File: config.mk
export PLATFORM = sky130hd
export DESIGN_NAME = nonlinear_audio_mixer
export DESIGN_NICKNAME = d
export VERILOG_FILES = /design/src/rtl/core/nlm_pkg.sv /design/src/rtl/core/nlm_scale.sv /design/src/rtl/core/nlm_curve.sv /design/src/rtl/core/nlm_gain.sv /design/src/rtl/core/nonlinear_audio_mixer.sv
export SDC_FILE = /design/constraint.sdc
export NUM_CORES = 2
export LEC_CHECK = 0
export ABC_AREA = 1
export BUFFER_PORTS_ARGS = -buffer_cell sky130_fd_sc_hd__buf_2
export CORE_ASPECT_RATIO = 0.8
export CORE_MARGIN = 2
export CORE_UTILIZATION = 34
export DETAILED_ROUTE_END_ITERATION = 10
export PLACE_DENSITY = 0.49
export REMOVE_ABC_BUFFERS = 1
export SYNTH_ARGS = -nofsm -noshare
export SYNTH_HDL_FRONTEND = slang
export SYNTH_SLANG_ARGS = --single-unit
File: constraint.sdc
create_clock -name clk_i -period 11.4 [get_ports clk_i]
set_input_delay 0.57 -clock clk_i [delete_from_list [all_inputs] [get_ports clk_i]]
set_output_delay 0.57 -clock clk_i [all_outputs]
set_load 0.1 [all_outputs]
File: src/rtl/core/nlm_pkg.sv
// nlm_pkg: shared types and constants of the nonlinear audio mixer
// no dependencies; imported by every module of the mixer
`default_nettype none

package nlm_pkg;

  localparam int unsigned LEVEL_W     = 4;
  localparam int unsigned DELTA_W     = 7;
  localparam int unsigned VOL_W       = 8;
  localparam int unsigned GAIN_W      = 15;
  localparam int unsigned CFG_IDX_W   = 3;
  localparam int unsigned CFG_DATA_W  = 15;
  localparam int unsigned SUM_W       = 17;
  localparam int unsigned SAMPLE_W    = 16;
  localparam int unsigned NUM_STAGES  = 9;

  // register indexes of the configuration port
  localparam logic [CFG_IDX_W-1:0] REG_VOL_PULSE_ONE = 3'd0;
  localparam logic [CFG_IDX_W-1:0] REG_VOL_PULSE_TWO = 3'd1;
  localparam logic [CFG_IDX_W-1:0] REG_VOL_TRIANGLE  = 3'd2;
  localparam logic [CFG_IDX_W-1:0] REG_VOL_NOISE     = 3'd3;
  localparam logic [CFG_IDX_W-1:0] REG_VOL_DELTA     = 3'd4;
  localparam logic [CFG_IDX_W-1:0] REG_GAIN          = 3'd5;

  localparam logic [VOL_W-1:0]  VOL_RESET  = 8'd100;
  localparam logic [GAIN_W-1:0] GAIN_RESET = 15'd400;

  // floor(x / 100) as (x * 5243) >> 19, exact for x below 43690
  localparam logic [12:0] VOL_RECIP   = 13'd5243;
  localparam int unsigned VOL_SHIFT   = 19;
  localparam logic [8:0]  SMALL_CAP   = 9'd15;
  localparam logic [8:0]  DELTA_CAP   = 9'd127;

  // curve numerators and denominators, integer form
  localparam logic [63:0] PULSE_NUM      = 64'd312999936;
  localparam logic [63:0] PULSE_DEN_BASE = 64'd812800;
  localparam logic [63:0] TND_NUM        = 64'd536313856;
  localparam logic [63:0] TND_DEN_BASE   = 64'd2432900;
  localparam logic [63:0] DEN_STEP       = 64'd10000;
  localparam logic [SUM_W-1:0] MIX_REST  = 17'd203;

  // floor(m / 1000) as (m * 1099511628) >> 40, exact for m below 4.9e9
  localparam logic [30:0] GAIN_RECIP = 31'd1099511628;
  localparam int unsigned GAIN_SHIFT = 40;

  typedef struct packed {
    logic [LEVEL_W-1:0] pulse_one;
    logic [LEVEL_W-1:0] pulse_two;
    logic [LEVEL_W-1:0] triangle;
    logic [LEVEL_W-1:0] noise;
    logic [DELTA_W-1:0] delta;
  } nlm_levels_t;

  typedef struct packed {
    logic [VOL_W-1:0] pulse_one;
    logic [VOL_W-1:0] pulse_two;
    logic [VOL_W-1:0] triangle;
    logic [VOL_W-1:0] noise;
    logic [VOL_W-1:0] delta;
  } nlm_volumes_t;

endpackage

`default_nettype wire

File: src/rtl/core/nlm_scale.sv
// nlm_scale: volume scaling of the five channel levels, two pipeline stages
// depends on nlm_pkg
`default_nettype none

module nlm_scale (
  input  logic                 clk_i,
  input  logic [1:0]           en_i,
  input  nlm_pkg::nlm_levels_t  levels_i,
  input  nlm_pkg::nlm_volumes_t volumes_i,
  output nlm_pkg::nlm_levels_t  levels_o
);
  import nlm_pkg::*;

  logic [11:0] prod_p1_q, prod_p2_q, prod_tr_q, prod_no_q;
  logic [14:0] prod_de_q;
  nlm_levels_t scaled_d, scaled_q;

  function automatic logic [8:0] div100(input logic [14:0] x);
    logic [27:0] m;
    m = 28'(x) * 28'(VOL_RECIP);
    return m[VOL_SHIFT+8:VOL_SHIFT];
  endfunction

  function automatic logic [LEVEL_W-1:0] clamp_small(input logic [8:0] q);
    return (q > SMALL_CAP) ? LEVEL_W'(SMALL_CAP) : q[LEVEL_W-1:0];
  endfunction

  // stage one: level times percent
  always_ff @(posedge clk_i) begin
    if (en_i[0]) begin
      prod_p1_q <= 12'(levels_i.pulse_one) * 12'(volumes_i.pulse_one);
      prod_p2_q <= 12'(levels_i.pulse_two) * 12'(volumes_i.pulse_two);
      prod_tr_q <= 12'(levels_i.triangle) * 12'(volumes_i.triangle);
      prod_no_q <= 12'(levels_i.noise) * 12'(volumes_i.noise);
      prod_de_q <= 15'(levels_i.delta) * 15'(volumes_i.delta);
    end
  end

  // stage two: floor divide by 100 and clamp
  always_comb begin
    logic [8:0] q_de;
    q_de               = div100(prod_de_q);
    scaled_d.pulse_one = clamp_small(div100(15'(prod_p1_q)));
    scaled_d.pulse_two = clamp_small(div100(15'(prod_p2_q)));
    scaled_d.triangle  = clamp_small(div100(15'(prod_tr_q)));
    scaled_d.noise     = clamp_small(div100(15'(prod_no_q)));
    scaled_d.delta     = (q_de > DELTA_CAP) ? DELTA_W'(DELTA_CAP) : q_de[DELTA_W-1:0];
  end

  always_ff @(posedge clk_i) begin
    if (en_i[1]) begin
      scaled_q <= scaled_d;
    end
  end

  assign levels_o = scaled_q;

endmodule

`default_nettype wire

File: src/rtl/core/nlm_curve.sv
// nlm_curve: curve indexes, constant curve tables and rest offset, three stages
// depends on nlm_pkg
`default_nettype none

module nlm_curve (
  input  logic                               clk_i,
  input  logic [2:0]                         en_i,
  input  nlm_pkg::nlm_levels_t                levels_i,
  output logic signed [nlm_pkg::SUM_W-1:0]   sum_o
);
  import nlm_pkg::*;

  localparam int unsigned PulseDepth = 32;
  localparam int unsigned TndDepth   = 256;

  logic [15:0] pulse_rom [PulseDepth];
  logic [15:0] tnd_rom   [TndDepth];

  // tables are built at elaboration from the exact integer curve formulas
  for (genvar n = 0; n < PulseDepth; n++) begin : g_pulse_rom
    localparam logic [63:0] Num = PULSE_NUM * 64'(n);
    localparam logic [63:0] Den = PULSE_DEN_BASE + DEN_STEP * 64'(n);
    localparam logic [63:0] Val = Num / Den;
    assign pulse_rom[n] = Val[15:0];
  end

  for (genvar n = 0; n < TndDepth; n++) begin : g_tnd_rom
    localparam logic [63:0] Num = TND_NUM * 64'(n);
    localparam logic [63:0] Den = TND_DEN_BASE + DEN_STEP * 64'(n);
    localparam logic [63:0] Val = Num / Den;
    assign tnd_rom[n] = Val[15:0];
  end

  logic [4:0]  pidx_q;
  logic [7:0]  tidx_q;
  logic [15:0] pulse_q, tnd_q;
  logic signed [SUM_W-1:0] sum_q;

  // stage three: pulse sum and weighted 3t + 2n + d
  always_ff @(posedge clk_i) begin
    if (en_i[0]) begin
      pidx_q <= 5'(levels_i.pulse_one) + 5'(levels_i.pulse_two);
      tidx_q <= 8'({levels_i.triangle, 1'b0}) + 8'(levels_i.triangle)
              + 8'({levels_i.noise, 1'b0}) + 8'(levels_i.delta);
    end
  end

  // stage four: table lookup
  always_ff @(posedge clk_i) begin
    if (en_i[1]) begin
      pulse_q <= pulse_rom[pidx_q];
      tnd_q   <= tnd_rom[tidx_q];
    end
  end

  // stage five: add curves and take off the rest offset
  always_ff @(posedge clk_i) begin
    if (en_i[2]) begin
      sum_q <= signed'(SUM_W'(pulse_q) + SUM_W'(tnd_q) - MIX_REST);
    end
  end

  assign sum_o = sum_q;

endmodule

`default_nettype wire

File: src/rtl/core/nlm_gain.sv
// nlm_gain: gain in thousandths, truncating divide by 1000 and saturation
// depends on nlm_pkg; four pipeline stages
`default_nettype none

module nlm_gain (
  input  logic                                  clk_i,
  input  logic [3:0]                            en_i,
  input  logic signed [nlm_pkg::SUM_W-1:0]      sum_i,
  input  logic [nlm_pkg::GAIN_W-1:0]            gain_i,
  output logic signed [nlm_pkg::SAMPLE_W-1:0]   sample_o
);
  import nlm_pkg::*;

  logic signed [32:0] prod_q;
  logic               neg_q, neg2_q;
  logic [29:0]        mag_q;
  logic [60:0]        recip_q;
  logic [32:0]        abs_prod;
  logic [20:0]        quot;
  logic [SAMPLE_W-1:0] sample_d, sample_q;

  // stage six: signed sum times gain
  always_ff @(posedge clk_i) begin
    if (en_i[0]) begin
      prod_q <= 33'(sum_i) * signed'({18'd0, gain_i});
    end
  end

  // stage seven: sign and magnitude, so the divide truncates toward zero
  assign abs_prod = prod_q[32] ? 33'(-prod_q) : 33'(prod_q);

  always_ff @(posedge clk_i) begin
    if (en_i[1]) begin
      neg_q <= prod_q[32];
      mag_q <= abs_prod[29:0];
    end
  end

  // stage eight: magnitude times reciprocal of 1000
  always_ff @(posedge clk_i) begin
    if (en_i[2]) begin
      neg2_q  <= neg_q;
      recip_q <= 61'(mag_q) * 61'(GAIN_RECIP);
    end
  end

  // stage nine: shift out the fraction, apply sign, saturate
  assign quot = recip_q[GAIN_SHIFT+20:GAIN_SHIFT];

  always_comb begin
    if (neg2_q) begin
      sample_d = (quot > 21'd32768) ? 16'h8000 : 16'd0 - quot[SAMPLE_W-1:0];
    end else begin
      sample_d = (quot > 21'd32767) ? 16'h7fff : quot[SAMPLE_W-1:0];
    end
  end

  always_ff @(posedge clk_i) begin
    if (en_i[3]) begin
      sample_q <= sample_d;
    end
  end

  assign sample_o = signed'(sample_q);

endmodule

`default_nettype wire

File: src/rtl/core/nonlinear_audio_mixer.sv
// nonlinear_audio_mixer: top level, configuration registers and pipeline control
// depends on nlm_pkg, nlm_scale, nlm_curve and nlm_gain
`default_nettype none

// Five-channel nonlinear mixer. Each transfer on the input carries the two pulse,
// triangle, noise and delta levels; each is scaled by its percent volume, the
// pulse pair and the weighted 3t+2n+d sum look up two nonlinear curves, the rest
// offset of 203 is removed, and the result is scaled by the gain register in
// thousandths (truncated toward zero) and saturated to a signed 16-bit sample. The
// block is a nine-stage pipeline: a sample may enter every cycle that the input is
// not stalled, and passes the scale, curve and gain stages in order. A stalled
// output holds the pipeline; empty stages still fill behind it. Registers
// are written through the plain write port and take effect at once; write them
// only while no sample is in flight.

module nonlinear_audio_mixer (
  input  logic                                clk_i,
  input  logic                                rst_ni,

  input  logic                                cfg_we_i,
  input  logic [nlm_pkg::CFG_IDX_W-1:0]       cfg_index_i,
  input  logic [nlm_pkg::CFG_DATA_W-1:0]      cfg_data_i,

  input  logic                                in_valid_i,
  output logic                                in_stall_o,
  input  logic [nlm_pkg::LEVEL_W-1:0]         pulse_one_level_i,
  input  logic [nlm_pkg::LEVEL_W-1:0]         pulse_two_level_i,
  input  logic [nlm_pkg::LEVEL_W-1:0]         triangle_level_i,
  input  logic [nlm_pkg::LEVEL_W-1:0]         noise_level_i,
  input  logic [nlm_pkg::DELTA_W-1:0]         delta_level_i,

  output logic                                out_valid_o,
  input  logic                                out_stall_i,
  output logic signed [nlm_pkg::SAMPLE_W-1:0] mixed_sample_o
);
  import nlm_pkg::*;

  nlm_volumes_t       volumes_q;
  logic [GAIN_W-1:0]  gain_q;

  always_ff @(posedge clk_i or negedge rst_ni) begin
    if (!rst_ni) begin
      volumes_q.pulse_one <= VOL_RESET;
      volumes_q.pulse_two <= VOL_RESET;
      volumes_q.triangle  <= VOL_RESET;
      volumes_q.noise     <= VOL_RESET;
      volumes_q.delta     <= VOL_RESET;
      gain_q              <= GAIN_RESET;
    end else if (cfg_we_i) begin
      unique case (cfg_index_i)
        REG_VOL_PULSE_ONE: volumes_q.pulse_one <= cfg_data_i[VOL_W-1:0];
        REG_VOL_PULSE_TWO: volumes_q.pulse_two <= cfg_data_i[VOL_W-1:0];
        REG_VOL_TRIANGLE:  volumes_q.triangle  <= cfg_data_i[VOL_W-1:0];
        REG_VOL_NOISE:     volumes_q.noise     <= cfg_data_i[VOL_W-1:0];
        REG_VOL_DELTA:     volumes_q.delta     <= cfg_data_i[VOL_W-1:0];
        REG_GAIN:          gain_q              <= cfg_data_i[GAIN_W-1:0];
        default: ;
      endcase
    end
  end

  // valid bits per stage; a stage loads when empty or when the next one moves
  logic [NUM_STAGES-1:0] valid_q, valid_d, en;

  always_comb begin
    en[NUM_STAGES-1] = !valid_q[NUM_STAGES-1] || !out_stall_i;
    for (int k = NUM_STAGES - 2; k >= 0; k--) begin
      en[k] = !valid_q[k] || en[k+1];
    end
    valid_d[0] = in_valid_i;
    for (int k = 1; k < NUM_STAGES; k++) begin
      valid_d[k] = valid_q[k-1];
    end
  end

  always_ff @(posedge clk_i or negedge rst_ni) begin
    if (!rst_ni) begin
      valid_q <= '0;
    end else begin
      for (int k = 0; k < NUM_STAGES; k++) begin
        if (en[k]) valid_q[k] <= valid_d[k];
      end
    end
  end

  assign in_stall_o  = !en[0];
  assign out_valid_o = valid_q[NUM_STAGES-1];

  nlm_levels_t             raw_levels, scaled_levels;
  logic signed [SUM_W-1:0] mix_sum;

  assign raw_levels.pulse_one = pulse_one_level_i;
  assign raw_levels.pulse_two = pulse_two_level_i;
  assign raw_levels.triangle  = triangle_level_i;
  assign raw_levels.noise     = noise_level_i;
  assign raw_levels.delta     = delta_level_i;

  nlm_scale u_scale (
    .clk_i     (clk_i),
    .en_i      (en[1:0]),
    .levels_i  (raw_levels),
    .volumes_i (volumes_q),
    .levels_o  (scaled_levels)
  );

  nlm_curve u_curve (
    .clk_i    (clk_i),
    .en_i     (en[4:2]),
    .levels_i (scaled_levels),
    .sum_o    (mix_sum)
  );

  nlm_gain u_gain (
    .clk_i    (clk_i),
    .en_i     (en[8:5]),
    .sum_i    (mix_sum),
    .gain_i   (gain_q),
    .sample_o (mixed_sample_o)
  );

endmodule

`default_nettype wire
==> flow_metrics.py <==
metrics = {
    "status": {
        "status": "finished, final reports clean",
    },
    "critical_path": {
        "path_max_fanout": 10,
        "cp_slowest_stage_delay_ns": 0.83,
        "worstSetupStartpointType": "flop",
        "cp_data_arrival_time_ns": 6.89,
        "slowest_stage": "edfxtp_1",
        "crit_path_end_kind": "flop",
        "crit_family": "adder cells",
        "cp_common_cell": "fa_1",
        "worst-setup-path-type": "flop to flop",
        "worstPathRequired_ns": 11.78,
        "path_cells": "ha_1 > fa_1 > fa_1 > inv_1 > fa_1 > inv_1 > fa_1 > fa_1 > fa_1 > inv_1 > fa_1 > inv_1 > ha_1 > nand2_1 > inv_1 > a21oi_1 > inv_1 > nor2_1 > nand2_1 > nand2_1 > nand3_1 > xor2_1",
        "critical_path_buf_inv_count": 6,
    },
    "detailed_routing": {
        "first_pass_iters": 6,
        "drt_iter0_drc": 3281,
        "postRouteWirelength_mm": 187,
        "ant_nets": 0,
        "via_per_inst": 4.74,
        "vias": 50600,
        "wl_per_cell_microns": 17.5,
        "drc": 0,
    },
    "yosys": {
        "yosysSeqAreaShare": 0.139,
        "postSynthAreaPerCell_sq_um": 7.97,
        "synthCells": 8108,
        "syn_area_sq_um": 64700,
        "synth_top_cells_by_area": "fa_1 (27%), ha_1 (20%), inv_1 (12%)",
        "post-synth-top-count-cell": "inv_1",
        "synth_common_cells": "inv_1 (2150), nand2_1 (1810), ha_1 (1048)",
        "synthArstFlopShare": 0.207,
        "ys_ff_latch": 309,
        "ys_warn_count": 0,
        "synth_top_area_frac": 0.270,
        "synth_ff_type": "edfxtp_1",
        "synth_cell_types": 60,
        "synth_edf_count": 245,
        "yosys.area.top_type": "fa_1",
    },
    "global_routing": {
        "gr-max-usage-layer": "met1",
        "first_global_vias": 52100,
        "grt_antenna_before_repair": 9,
        "track_usage": 0.195,
        "use_met3": 0.0306,
        "grt-ovfl-total": 0,
        "use_met2": 0.290,
        "grt_util_met1": 0.295,
        "grt_pass1_wl_mm": 298,
        "grt_max_degree": 65,
    },
    "cts": {
        "root_buffer": "clkbuf_16",
        "clk_latency_ns": 0.64,
        "clk_pin_slew_worst_paths_ns": 0.06,
        "htreeDepth": 2,
        "numCtsBuffers": 44,
        "cts_tree": "built",
        "clk_path_buf_depth": 3,
        "cts_sinks": 309,
    },
    "timing": {
        "setup_violations": 0,
        "hold_viol": 0,
        "slew_viol_final": 0,
        "fin_setup_tns_ns": 0,
        "fmax_ghz": 0.154,
        "min_period_ns": 6.51,
        "worstMarginPinSlew_ns": 1.18,
        "fin_crit_sh": 0.571,
        "slew_headroom": 0.212,
        "skew_ns": 0.0371,
        "rsz0062_at_grt": "no",
    },
    "die": {
        "start_util": 0.341,
        "core.rowCount": 143,
        "core_area_sq_um": 189000,
        "die_area_sq_um": 194000,
        "die_x_microns": 492,
        "die_h_microns": 394,
        "io_pins": 64,
    },
    "placement": {
        "gp_congestion": 0.955,
        "hpwl_mm": 159,
        "numPortBuffers": 63,
    },
    "layout": {
        "fill_cells": 19800,
        "area_delta_synth_final_pct": 7.04,
        "drive_gt1_frac": 0.0333,
        "nets": 10100,
    },
    "min_path": {
        "min_path_type": "input pin to flop",
    },
    "job": {
        "drv_cap": 0,
    },
}
==> path summary, 6_finish.rpt <==
check / start / slack (ns) / depth (start not counted) / to
worst min register to register: u_gain.prod_q[0]$_DFFE_PP_ / 0.45 / 0 / u_gain.mag_q[0]$_DFFE_PP_
worst max-delay path: u_gain.mag_q[14]$_DFFE_PP_ / 4.89 / 22 / u_gain.recip_q[40]$_DFFE_PP_
max in group asynchronous: rst_ni / 9.96 / 3 / volumes_q[37]$_DFFE_PN1P_
worst max register to register: u_gain.mag_q[14]$_DFFE_PP_ / 4.89 / 22 / u_gain.recip_q[40]$_DFFE_PP_
min in group asynchronous: rst_ni / 0.40 / 2 / valid_q[8]$_DFFE_PN0P_
worst min-delay path: cfg_data_i[14] / 0.19 / 2 / gain_q[14]$_DFFE_PN0P_
==> state kept, by name (all words and copies together) (netlist names), 14 cells and up <==
register / cells
volumes_q: 40
u_gain.prod_q: 31
u_gain.sample_o: 16
u_scale.prod_de_q: 15
u_curve.sum_o: 17
u_curve.tnd_q: 15
gain_q: 15
u_gain.mag_q: 30
u_gain.recip_q: 21
u_scale.levels_o: 23
u_curve.pulse_q: 14
==> final cells by class <==
| cell class | count | area (sq um) | area share |
|---|---|---|---|
| multi-input combinational | 5495 | 46900 | 0.678 |
| sequential | 309 | 8980 | 0.130 |
| inverter | 2166 | 8130 | 0.118 |
| tap | 2537 | 3170 | 0.0459 |
| clock buffer | 55 | 1210 | 0.0176 |
| timing repair buffer | 84 | 478 | 0.00691 |
| clock inverter | 27 | 293 | 0.00423 |
| antenna | 5 | 12.5 | 0.000181 |
==> cells in the final DEF, fill, tap and decap left out, types with 101 or more instances in the layout <==
master / instances
inv_1: 2150
nand2_1: 1810
ha_1: 1048
fa_1: 873
nor2_1: 394
a21oi_1: 307
nand3_1: 276
edfxtp_1: 245
o21ai_0: 232
xor2_1: 101
==> what timing repair did <==
item / in CTS / in global routing
buffers inserted: 0 / 0
resized for setup: 0 / 0
hold buffers: 1 / 0
endpoints found under the hold margin: 21 / 0
==> metal layers <==
layer	routed length, microns	vias up
met5	13	-
met4	4210	2
met3	11300	200
met2	77500	1253
met1	94200	24300
li1	-	24800
==> cell families (layout without fill, tap and decap cells) <==
group | count (synthesis) | in the layout | share of synthesized area
multiplexers | 7 | 7 | 0.00122
XOR/XNOR | 128 | 128 | 0.0173
AO/OA/AOI/OAI | 711 | 711 | 0.0605
flip-flops | 309 | 309 | 0.139
other | 0 | 5 | 0
AND/OR/NAND/NOR | 2728 | 2728 | 0.173
buffers and inverters | 2304 | 2332 | 0.135
adder cells (fa/ha/maj) | 1921 | 1921 | 0.473
==> per-stage QoR <==
step	hold WS (ns)	setup slack, ns	cells	instance area (sq um)	util
after global routing	0.161	4.59	10700	69200	0.365
after floorplan	0.274	5.61	7970	64000	-
after detailed placement	0.439	4.93	10600	67700	0.357
final	0.186	4.89	10700	69200	0.365
after CTS	0.135	4.92	10700	69200	0.365
after global placement	0.440	4.88	10600	67700	0.357
==> worst reg2reg max path, cell delays in order (launching register included) <==
cell      delay (ns)
edfxtp_1        0.83
ha_1            0.41
fa_1            0.39
fa_1            0.50
inv_1           0.06
fa_1            0.48
inv_1           0.06
fa_1            0.48
fa_1            0.51
fa_1            0.49
inv_1           0.05
fa_1            0.47
inv_1           0.04
ha_1            0.31
nand2_1         0.15
inv_1           0.06
a21oi_1         0.29
inv_1           0.10
nor2_1          0.15
nand2_1         0.07
nand2_1         0.06
nand3_1         0.13
xor2_1          0.17
Power is left out: the tool's default activity adds up to more than one toggle a clock period on the data nets, which glitch-free logic cannot reach.
